==> src/restart_backoff_circuit_breaker_top_defines.svh <==
// Assertion macros for the restart backoff circuit breaker.
// Used by restart_backoff_circuit_breaker_top; expects clk_i and rst_ni in scope.
`ifndef RESTART_BACKOFF_CIRCUIT_BREAKER_TOP_DEFINES_SVH
`define RESTART_BACKOFF_CIRCUIT_BREAKER_TOP_DEFINES_SVH

// Same-cycle implication.
`define RBCB_ASSERT_IMPL(lbl, ante, cons) \
  lbl: assert property (@(posedge clk_i) disable iff (!rst_ni) (ante) |-> (cons)) \
    else $error("rbcb assertion failed");

// Next-cycle implication.
`define RBCB_ASSERT_NEXT(lbl, ante, cons) \
  lbl: assert property (@(posedge clk_i) disable iff (!rst_ni) (ante) |=> (cons)) \
    else $error("rbcb assertion failed");

`endif

==> src/rbcb_pkg.sv <==
// Shared types, register indexes and the backoff selection for the restart supervisor.
// No dependencies.
package rbcb_pkg;

  typedef enum logic [2:0] {
    OP_REGISTER   = 3'd0,
    OP_CRASH      = 3'd1,
    OP_HEARTBEAT  = 3'd2,
    OP_SUCCESS    = 3'd3,
    OP_SET_FLAG   = 3'd4,
    OP_CLEAR_FLAG = 3'd5,
    OP_QUERY      = 3'd6
  } op_e;

  localparam logic [2:0] REG_MAX_ATTEMPTS = 3'd0;
  localparam logic [2:0] REG_SUCCESS_MS   = 3'd1;
  localparam logic [2:0] REG_BACKOFF_LEN  = 3'd2;
  localparam logic [2:0] REG_BACKOFF_0    = 3'd3;
  localparam logic [2:0] REG_BACKOFF_1    = 3'd4;
  localparam logic [2:0] REG_BACKOFF_2    = 3'd5;
  localparam logic [2:0] REG_BACKOFF_3    = 3'd6;

  localparam int unsigned ADDR_BITS = 5;

  typedef logic [3:0][30:0] bo_tab_t;

  typedef struct packed {
    logic [7:0]  crash_limit;
    logic [31:0] stable_ms;
    logic [2:0]  backoff_len;
    bo_tab_t     backoff;
  } cfg_t;

  typedef struct packed {
    logic [2:0]  req_type;
    logic [3:0]  slot;
    logic [47:0] now_ms;
    logic        enable_policy;
  } req_t;

  typedef struct packed {
    logic        known;
    logic        op_result;
    logic        policy_enabled;
    logic        restart_allowed;
    logic        breaker_open;
    logic        crash_flag;
    logic [7:0]  attempts;
    logic [30:0] backoff_out;
    logic        mark_recovered;
    logic [47:0] restart_in_ms;
    logic [47:0] seen_age_ms;
    logic [38:0] uptime_s;
  } res_t;

  typedef struct packed {
    op_e         op;
    logic [3:0]  slot;
    logic [47:0] now_ms;
    logic        enable_policy;
  } item_t;

  function automatic logic [30:0] pick_backoff(logic [7:0] att, logic [2:0] len,
                                               bo_tab_t tab, int unsigned entries);
    logic [2:0] l;
    logic [7:0] idx;
    l = len;
    if (l == 3'd0) l = 3'd1;
    if (32'(l) > entries) l = 3'(entries);
    idx = att - 8'd1;
    if (idx >= 8'(l)) idx = 8'(l) - 8'd1;
    return tab[idx[1:0]];
  endfunction

endpackage

==> src/rbcb_front.sv <==
// Front end: takes commands, classifies the event kind and queues them.
// Depends on rbcb_pkg.
module rbcb_front import rbcb_pkg::*; (
  input  logic  clk_i,
  input  logic  rst_ni,
  input  logic  start_i,
  input  req_t  req_i,
  output logic  busy_o,
  output logic  q_valid_o,
  output item_t q_item_o,
  input  logic  q_pop_i
);

  item_t       fifo_q [2];
  logic        wp_q, rp_q;
  logic [1:0]  cnt_q;
  logic        push;
  item_t       item;

  assign busy_o = (cnt_q == 2'd2);
  assign push   = start_i && !busy_o;

  always_comb begin
    item.slot          = req_i.slot;
    item.now_ms        = req_i.now_ms;
    item.enable_policy = req_i.enable_policy;
    // undefined kinds only report, like a query
    if (req_i.req_type <= OP_QUERY) begin
      item.op = op_e'(req_i.req_type);
    end else begin
      item.op = OP_QUERY;
    end
  end

  always_ff @(posedge clk_i) begin
    if (push) fifo_q[wp_q] <= item;
  end

  always_ff @(posedge clk_i or negedge rst_ni) begin
    if (!rst_ni) begin
      wp_q  <= 1'b0;
      rp_q  <= 1'b0;
      cnt_q <= 2'd0;
    end else begin
      if (push) wp_q <= ~wp_q;
      if (q_pop_i) rp_q <= ~rp_q;
      cnt_q <= cnt_q + 2'(push) - 2'(q_pop_i);
    end
  end

  assign q_valid_o = (cnt_q != 2'd0);
  assign q_item_o  = fifo_q[rp_q];

endmodule

==> src/rbcb_back.sv <==
// Back end: read-modify-write of one slot record, then result build and
// a digit-by-digit divide for uptime. Depends on rbcb_pkg.
module rbcb_back import rbcb_pkg::*; #(
  parameter int unsigned SLOTS           = 16,
  parameter int unsigned BACKOFF_ENTRIES = 4,
  parameter int unsigned TIME_BITS       = 48
) (
  input  logic  clk_i,
  input  logic  rst_ni,
  input  cfg_t  cfg_i,
  input  logic  q_valid_i,
  input  item_t q_item_i,
  output logic  q_pop_o,
  output logic  res_valid_o,
  output res_t  res_o
);

  localparam int unsigned SW = (SLOTS > 1) ? $clog2(SLOTS) : 1;
  localparam int unsigned TB = TIME_BITS;

  // ms to s: x / 1000 = (x >> 3) / 125, long division in 15-bit digits
  localparam int unsigned DW       = 15;
  localparam int unsigned ND       = (TB - 3 + DW - 1) / DW;
  localparam int unsigned YW       = ND * DW;
  localparam int unsigned DGW      = (ND > 1) ? $clog2(ND) : 1;
  localparam logic [6:0]  DIV_ODD  = 7'd125;
  localparam logic [22:0] DIV_RECIP = 23'd4294968;  // ceil(2^29 / 125)
  localparam int unsigned RECIP_SH = 29;

  localparam logic [2:0] S_IDLE = 3'd0;
  localparam logic [2:0] S_READ = 3'd1;
  localparam logic [2:0] S_EXEC = 3'd2;
  localparam logic [2:0] S_CALC = 3'd3;
  localparam logic [2:0] S_DIV  = 3'd4;

  typedef struct packed {
    logic          enabled;
    logic [7:0]    attempts;
    logic          breaker;
    logic          crash;
    logic [TB-1:0] restart;
    logic [TB-1:0] start;
    logic          start_valid;
    logic [TB-1:0] seen;
    logic          seen_valid;
  } rec_t;

  rec_t          mem [SLOTS];
  rec_t          rd_q, rec_q, base, nr;
  item_t         it_q;
  logic [2:0]    state_q;
  logic [SLOTS-1:0] reg_q;
  logic [8:0]    slot_w;
  logic          in_range;
  logic [SW-1:0] idx;
  logic [TB-1:0] now_t, now_q;
  logic          known;
  logic [7:0]    att_inc;
  logic [30:0]   bo_crash;
  logic [TB:0]   sum;
  logic          op_d;
  res_t          res_q, res_base;
  logic          valid_q, valid_d;
  logic          active;
  logic [TB-1:0] el_start, el_seen, to_restart;
  logic [YW-1:0] dv_q;
  logic [6:0]    rem_q, rem_n;
  logic [21:0]   dig_v;
  logic [44:0]   dig_p;
  logic [DW-1:0] qdig;
  logic [38:0]   qt_q, qt_n;
  logic [DGW-1:0] dig_q;
  logic          last_dig;

  assign slot_w   = 9'(it_q.slot);
  assign in_range = slot_w < 9'(SLOTS);
  assign idx      = slot_w[SW-1:0];
  assign now_t    = TB'(it_q.now_ms);
  assign known    = in_range && ((it_q.op == OP_REGISTER) || reg_q[idx]);
  assign q_pop_o  = (state_q == S_IDLE) && q_valid_i;

  // register clears the record; otherwise work on what was read
  always_comb begin
    if (it_q.op == OP_REGISTER) begin
      base         = '0;
      base.enabled = it_q.enable_policy;
    end else begin
      base = rd_q;
    end
  end

  assign att_inc  = (base.attempts == 8'hFF) ? base.attempts : base.attempts + 8'd1;
  assign bo_crash = pick_backoff(att_inc, cfg_i.backoff_len, cfg_i.backoff, BACKOFF_ENTRIES);
  assign sum      = {1'b0, now_t} + (TB + 1)'(bo_crash);

  always_comb begin
    nr   = base;
    op_d = 1'b0;
    case (it_q.op)
      OP_CRASH: begin
        if (!base.enabled) begin
          nr.breaker = 1'b1;
        end else begin
          nr.attempts    = att_inc;
          nr.start_valid = 1'b0;
          if (att_inc > cfg_i.crash_limit) begin
            nr.breaker = 1'b1;
          end else begin
            nr.restart = sum[TB] ? '1 : sum[TB-1:0];
            op_d       = 1'b1;
          end
        end
      end
      OP_HEARTBEAT: begin
        if (!base.start_valid) begin
          nr.start       = now_t;
          nr.start_valid = 1'b1;
        end
        nr.seen       = now_t;
        nr.seen_valid = 1'b1;
      end
      OP_SUCCESS: begin
        nr.attempts = 8'd0;
        nr.breaker  = 1'b0;
        nr.crash    = 1'b0;
        nr.restart  = '0;
      end
      OP_SET_FLAG: begin
        if (!base.crash) begin
          nr.crash = 1'b1;
          op_d     = 1'b1;
        end
      end
      OP_CLEAR_FLAG: nr.crash = 1'b0;
      default: ;
    endcase
  end

  always_comb begin
    res_base           = '0;
    res_base.op_result = op_d && known;
    res_base.known     = known;
  end

  assign active     = (rec_q.attempts != 8'd0) && !rec_q.breaker;
  assign el_start   = (now_q >= rec_q.start) ? now_q - rec_q.start : '0;
  assign el_seen    = (now_q >= rec_q.seen) ? now_q - rec_q.seen : '0;
  assign to_restart = (rec_q.restart >= now_q) ? rec_q.restart - now_q : '0;

  // one 15-bit quotient digit per cycle, remainder stays below 125
  assign dig_v    = {rem_q, dv_q[YW-1 -: DW]};
  assign dig_p    = 45'(dig_v) * 45'(DIV_RECIP);
  assign qdig     = dig_p[RECIP_SH +: DW];
  assign rem_n    = 7'(dig_v - 22'(qdig) * 22'(DIV_ODD));
  assign qt_n     = {qt_q[38-DW:0], qdig};
  assign last_dig = (dig_q == DGW'(ND - 1));

  always_comb begin
    case (state_q)
      S_EXEC:  valid_d = !known;
      S_CALC:  valid_d = !rec_q.start_valid;
      S_DIV:   valid_d = last_dig;
      default: valid_d = 1'b0;
    endcase
  end

  always_ff @(posedge clk_i) begin
    if (state_q == S_READ) rd_q <= mem[idx];
    if (state_q == S_EXEC && known) mem[idx] <= nr;
  end

  always_ff @(posedge clk_i) begin
    case (state_q)
      S_IDLE: if (q_valid_i) it_q <= q_item_i;
      S_EXEC: begin
        rec_q <= nr;
        now_q <= now_t;
        res_q <= res_base;
      end
      S_CALC: begin
        res_q.policy_enabled   <= rec_q.enabled;
        res_q.restart_allowed  <= rec_q.enabled && !rec_q.breaker && (now_q >= rec_q.restart);
        res_q.breaker_open     <= rec_q.breaker;
        res_q.crash_flag       <= rec_q.crash;
        res_q.attempts         <= rec_q.attempts;
        res_q.backoff_out      <= active ? pick_backoff(rec_q.attempts, cfg_i.backoff_len,
                                                        cfg_i.backoff, BACKOFF_ENTRIES) : '0;
        res_q.mark_recovered   <= rec_q.enabled && active && rec_q.start_valid &&
                                  (el_start >= TB'(cfg_i.stable_ms));
        res_q.restart_in_ms    <= active ? 48'(to_restart) : '0;
        res_q.seen_age_ms      <= rec_q.seen_valid ? 48'(el_seen) : '1;
        dv_q  <= YW'(el_start[TB-1:3]);
        rem_q <= '0;
        qt_q  <= '0;
        dig_q <= '0;
      end
      S_DIV: begin
        dv_q  <= dv_q << DW;
        rem_q <= rem_n;
        qt_q  <= qt_n;
        dig_q <= dig_q + DGW'(1);
        if (last_dig) res_q.uptime_s <= qt_n;
      end
      default: ;
    endcase
  end

  always_ff @(posedge clk_i or negedge rst_ni) begin
    if (!rst_ni) begin
      state_q <= S_IDLE;
      reg_q   <= '0;
      valid_q <= 1'b0;
    end else begin
      valid_q <= valid_d;
      case (state_q)
        S_IDLE: if (q_valid_i) state_q <= S_READ;
        S_READ: state_q <= S_EXEC;
        S_EXEC: begin
          if (in_range && it_q.op == OP_REGISTER) reg_q[idx] <= 1'b1;
          state_q <= known ? S_CALC : S_IDLE;
        end
        // no uptime window: quotient stays zero
        S_CALC: state_q <= rec_q.start_valid ? S_DIV : S_IDLE;
        S_DIV:  if (last_dig) state_q <= S_IDLE;
        default: state_q <= S_IDLE;
      endcase
    end
  end

  assign res_valid_o = valid_q;
  assign res_o       = res_q;

endmodule

==> src/restart_backoff_circuit_breaker_top.sv <==
// Top level of the restart supervisor: APB policy registers, front queue, back end.
// Depends on rbcb_pkg, rbcb_front, rbcb_back and the defines header.
//
// A command is taken when start is high and busy is low; each command gives
// exactly one result, shown for one cycle with res_valid_o, and the receiver
// cannot hold it off. The back end reads the slot record, updates it, builds
// the result and then, for a slot with an uptime window, runs the divide that
// turns uptime in ms into seconds in 15-bit digits; an unknown slot skips the
// result build and the divide. It takes the next command only once it is back
// in idle. A two-entry queue takes new commands meanwhile; busy is high while
// it is full.
// Program the policy registers only while no command is in flight.
`include "restart_backoff_circuit_breaker_top_defines.svh"
module restart_backoff_circuit_breaker_top import rbcb_pkg::*; #(
  parameter int unsigned SLOTS           = 16,
  parameter int unsigned BACKOFF_ENTRIES = 4,
  parameter int unsigned TIME_BITS       = 48
) (
  input  logic                 clk_i,
  input  logic                 rst_ni,
  input  logic                 start,
  output logic                 busy,
  input  req_t                 req_i,
  output logic                 res_valid_o,
  output res_t                 res_o,
  input  logic                 psel,
  input  logic                 penable,
  input  logic                 pwrite,
  input  logic [ADDR_BITS-1:0] paddr,
  input  logic [31:0]          pwdata,
  output logic [31:0]          prdata,
  output logic                 pready
);

  cfg_t  cfg_q;
  logic  wr_en;
  logic  q_valid, q_pop;
  item_t q_item;

  assign pready = 1'b1;
  assign wr_en  = psel && penable && pwrite && pready;

  always_ff @(posedge clk_i or negedge rst_ni) begin
    if (!rst_ni) begin
      cfg_q.crash_limit <= 8'd3;
      cfg_q.stable_ms   <= 32'd60000;
      cfg_q.backoff_len <= 3'd4;
      cfg_q.backoff[0]  <= 31'd100;
      cfg_q.backoff[1]  <= 31'd1000;
      cfg_q.backoff[2]  <= 31'd5000;
      cfg_q.backoff[3]  <= 31'd10000;
    end else if (wr_en) begin
      case (paddr[4:2])
        REG_MAX_ATTEMPTS: cfg_q.crash_limit <= pwdata[7:0];
        REG_SUCCESS_MS:   cfg_q.stable_ms   <= pwdata;
        REG_BACKOFF_LEN:  cfg_q.backoff_len <= pwdata[2:0];
        REG_BACKOFF_0:    cfg_q.backoff[0]  <= pwdata[30:0];
        REG_BACKOFF_1:    cfg_q.backoff[1]  <= pwdata[30:0];
        REG_BACKOFF_2:    cfg_q.backoff[2]  <= pwdata[30:0];
        REG_BACKOFF_3:    cfg_q.backoff[3]  <= pwdata[30:0];
        default: ;
      endcase
    end
  end

  always_comb begin
    case (paddr[4:2])
      REG_MAX_ATTEMPTS: prdata = 32'(cfg_q.crash_limit);
      REG_SUCCESS_MS:   prdata = cfg_q.stable_ms;
      REG_BACKOFF_LEN:  prdata = 32'(cfg_q.backoff_len);
      REG_BACKOFF_0:    prdata = 32'(cfg_q.backoff[0]);
      REG_BACKOFF_1:    prdata = 32'(cfg_q.backoff[1]);
      REG_BACKOFF_2:    prdata = 32'(cfg_q.backoff[2]);
      REG_BACKOFF_3:    prdata = 32'(cfg_q.backoff[3]);
      default:          prdata = 32'd0;
    endcase
  end

  rbcb_front u_front (
    .clk_i     (clk_i),
    .rst_ni    (rst_ni),
    .start_i   (start),
    .req_i     (req_i),
    .busy_o    (busy),
    .q_valid_o (q_valid),
    .q_item_o  (q_item),
    .q_pop_i   (q_pop)
  );

  rbcb_back #(
    .SLOTS           (SLOTS),
    .BACKOFF_ENTRIES (BACKOFF_ENTRIES),
    .TIME_BITS       (TIME_BITS)
  ) u_back (
    .clk_i       (clk_i),
    .rst_ni      (rst_ni),
    .cfg_i       (cfg_q),
    .q_valid_i   (q_valid),
    .q_item_i    (q_item),
    .q_pop_o     (q_pop),
    .res_valid_o (res_valid_o),
    .res_o       (res_o)
  );

  `RBCB_ASSERT_NEXT(a_single_strobe, res_valid_o, !res_valid_o)
  `RBCB_ASSERT_IMPL(a_unknown_zero, res_valid_o && !res_o.known,
                    res_o.attempts == 8'd0 && !res_o.op_result && !res_o.policy_enabled)
  `RBCB_ASSERT_IMPL(a_open_no_backoff, res_valid_o && res_o.breaker_open,
                    res_o.backoff_out == 31'd0 && res_o.restart_in_ms == 48'd0)

endmodule

==> config.mk <==
export PLATFORM = sky130hd
export DESIGN_NAME = restart_backoff_circuit_breaker_top
export DESIGN_NICKNAME = d
export VERILOG_FILES = /design/src/rbcb_pkg.sv /design/src/rbcb_front.sv /design/src/rbcb_back.sv /design/src/restart_backoff_circuit_breaker_top.sv
export VERILOG_INCLUDE_DIRS = /design/src /design/src/src
export SDC_FILE = /design/constraint.sdc
export NUM_CORES = 2
export LEC_CHECK = 0
export BUFFER_PORTS_ARGS = -buffer_cell sky130_fd_sc_hd__buf_2
export CAP_MARGIN = 15
export CORE_ASPECT_RATIO = 1.2
export CORE_MARGIN = 4
export CORE_UTILIZATION = 63
export CTS_CLUSTER_DIAMETER = 120
export DETAILED_ROUTE_END_ITERATION = 6
export PLACE_DENSITY = 0.8
export SLEW_MARGIN = 0
export SYNTH_ARGS = -nofsm -noshare
export SYNTH_HDL_FRONTEND = slang
export SYNTH_SLANG_ARGS = --single-unit
export TNS_END_PERCENT = 30
==> constraint.sdc <==
create_clock -name clk_i -period 17.9 [get_ports clk_i]
set_clock_uncertainty 0.15 [all_clocks]
set_input_delay 0 -clock clk_i [delete_from_list [all_inputs] [get_ports clk_i]]
set_output_delay 0 -clock clk_i [all_outputs]
set_load 0.1 [all_outputs]
==> out/metrics.csv <==
stage;metric;value;unit
run_status;status;complete, no violations;
route;post-DR wirelength/cell;34.9;um
synth;list of most frequent post-synthesis cells;edfxtp_1, mux4_2, inv_1, nand2_1, ha_1;
clock_tree;number of buffers created by CTS;333;
die;Die Ht;544;um
placed_design;global placer's final weighted congestion;1.03;
sta;Final min period;11.25;ns
die;die area;247000;sq um
clock_tree;CTS clk-pin slew, worst paths;0.06;ns
synth;FFs w/ async S/R, synth;5.47;%
global_routing;total track usage;35.8;%
worst_setup_path;CP startpoint kind;register;
global_routing;vias in the first global route;89900;
synth;post-synth cell types;104;
clock_tree;Resize count post-CTS;0;
global_routing;total grt overflow;0;
route;post-route ant nets;0;
die;initial core utilization;63.4;%
synth;syn nets;9094;
synth;dominant cell type by area after synthesis;edfxtp_1;
die;Core Rows;196;
synth;top post-synthesis cells by area;edfxtp_1, mux4_2, ha_1;
sta;Final Cycle Share;62.8;%
worst_setup_path;slowest CP cell;a21oi_1;
clock_tree;clk sink count;3492;
worst_setup_path;Crit path required time;18.24;ns
route;Detailed Route WL;441;mm
run;MaxCap Viol Count;0;
global_routing;first-pass GRT wire length;632;mm
worst_setup_path;Most Frequent Cell on Critical Path;ha_1;
global_routing;initial antenna violation count;27;
synth;EDFF count, synth;3301;
synth;Seq/Total Area, Yosys;68.9;%
worst_setup_path;CP max stage delay;1.01;ns
die;Core ar.;238000;sq um
synth;most frequent cell after synthesis;edfxtp_1;
die;num ports;315;
layout;register area;104000;sq um
sta;Setup TNS Final;0;ns
sta;final setup fails;0;
synth;Synth Register Bits;3492;
synth;top_reg_cell synth;edfxtp_1;
sta;fin. max-slew vios;0;
synth;synthesized cell area;151000;sq um
placed_design;IO Port Bufs;311;
sta;Final Hold Fails;0;
route;DR pass1 iterations;6;
clock_tree;clock latency on the worst-skew pair;0.91;ns
clock_tree;Post-CTS Setup Bufs;0;
layout;Layout area overhead;12.7;%
route;average vias per placed instance;7.00;
layout;multi-input logic area;44000;sq um
synth;share of the synthesized area in the top cell type;65.7;%
clock_tree;Root Driver;clkbuf_16;
sta;highest clock rate;0.0889;GHz
sta;Rel. slew slack;17.2;%
worst_setup_path;WS Path Type;register to register;
die;die width;455;um
worst_setup_path;CP Data Arrival Time;11.59;ns
placed_design;detailed placement HPWL;253;mm
clock_tree;Clock Path Buffers;4;
global_routing;largest net degree at the start of global routing;146;
sta;Worst Tran Pin Value;1.24;ns
sta;RSZ-0062 raised after global routing;false;
worst_setup_path;crit path max fanout;62;
synth;Mapped Cells;8464;
clock_tree;hold buffers post-CTS;223;
route;Detailed Route Iter0 Violations;13300;
sta;WHS;0.222;ns
synth;post-synthesis area per instance;17.8;sq um
route;DRC;0;
worst_setup_path;CP Capture Type;register;
synth;Ys Warns;0;
layout;FILL cells;13600;
clock_tree;CTS tree;built;
clock_tree;H-tree levels;5;
layout;number of nets at the end of the flow;9810;
route;via count;88400;
worst_hold_path;Hold Path Class;primary input to register;
layout;share of cells above drive strength 1;23.0;%
final cells by class:
type	instances	share of cell area (%)
timing repair buffer	756	3.33
sequential	3492	61.1
antenna	17	0.0250
multi-input combinational	4125	25.9
clock buffer	394	5.10
inverter	472	1.04
clock inverter	209	1.19
tap	3168	2.33
stage by stage:
step / area (sq um) / cells / utilization [%] / setup slack [ns]
finish: 170000 / 12600 / 71.4 / 6.65
global route: 170000 / 12600 / 71.4 / 6.23
CTS: 170000 / 12600 / 71.3 / 6.64
detailed placement: 157000 / 11800 / 65.9 / 6.64
global placement: 157000 / 11800 / 65.9 / 6.89
floorplan: 151000 / 8464 / - / 2.67
flip-flops by register name, summed over array words and instances, names as in the netlist, 7 cells and up:
| name | flops |
|---|---|
| u_back.rd_q | 157 |
| u_back.qt_q | 24 |
| u_back.mem | 2512 |
| u_back.now_q | 48 |
| u_back.rec_q | 157 |
| u_back.res_o | 181 |
| u_back.reg_q | 16 |
| u_back.rem_q | 7 |
| u_front.fifo_q | 112 |
| cfg_q | 167 |
| u_back.dv_q | 45 |
| u_back.now_t | 48 |
worst max-delay path: cells and delay by family, from the launching register on:
family                     cells  cell delay, ns
and+or+nand+nor                8            2.17
DFF                            1            0.64
adders and majority gates      5            1.73
AOI/OAI and AO/OA             12            4.66
buffers and inverters          4            0.89
muxes                          2            0.58
metal layers:
metal / routed length, um / track usage, % / share of wire [%] / up-vias
met1: 143000 / 45.2 / 32 / 44700
met2: 212000 / 57.0 / 48 / 7205
met5: 149 / 0 / 0.034 / -
met4: 32200 / 21.3 / 7.3 / 20
met3: 54200 / 8.87 / 12 / 1527
li1: - / - / - / 34900
final timing paths:
check	from	cells past startpoint	end	slack (ns)
max in group asynchronous	rst_ni	4	cfg_q[156]	16.32
min reg2reg	u_back.reg_q[6]	1	u_back.reg_q[6]	0.33
min	req_i[16]	3	u_front.fifo_q[0][16]	0.22
max reg2reg	u_back.it_q[55]	31	u_back.mem[14][132]	6.65
min in group asynchronous	rst_ni	3	cfg_q[102]	0.28
max	u_back.it_q[55]	31	u_back.mem[14][132]	6.65
layout by cell type, fill, tap and decap left out, types with 30 or more instances in the layout:
cell           instances
nor3_1                49
nand2b_1              31
o21bai_1              47
a22o_1                77
mux2i_1               35
xnor2_1              124
nand2_1              445
dfrtp_1              161
edfxtp_1            3301
a211oi_1              49
mux2_2               207
and2_1                67
a21o_1               116
buf_2                311
clkinv_2              46
inv_1                472
clkbuf_1              54
nor2_1               260
mux4_2               824
dlygate4sd3_1        222
buf_4                206
clkbuf_16            336
bufinv_16             30
nand3_1               60
a21oi_1              272
nor2b_1               54
nand4_1               41
xor2_1                75
and3_1                75
o21ai_0              240
fa_1                 109
ha_1                 422
a31oi_1               53
clkinv_1              72
cell families after synthesis:
family                   Yosys count  share of synthesized area (%)
AO/OA/AOI/OAI                   1110                           4.87
buffers and inverters            847                           2.19
flip-flops                      3492                           68.9
AND/OR/NAND/NOR                 1209                           3.80
adder cells (fa/ha/maj)          532                           4.95
multiplexers                    1072                           14.1
XOR/XNOR                         201                           1.18
other                              1                        0.00248
Power is left out: the tool's default activity adds up to more than one toggle a clock period on the data nets, which glitch-free logic cannot reach.
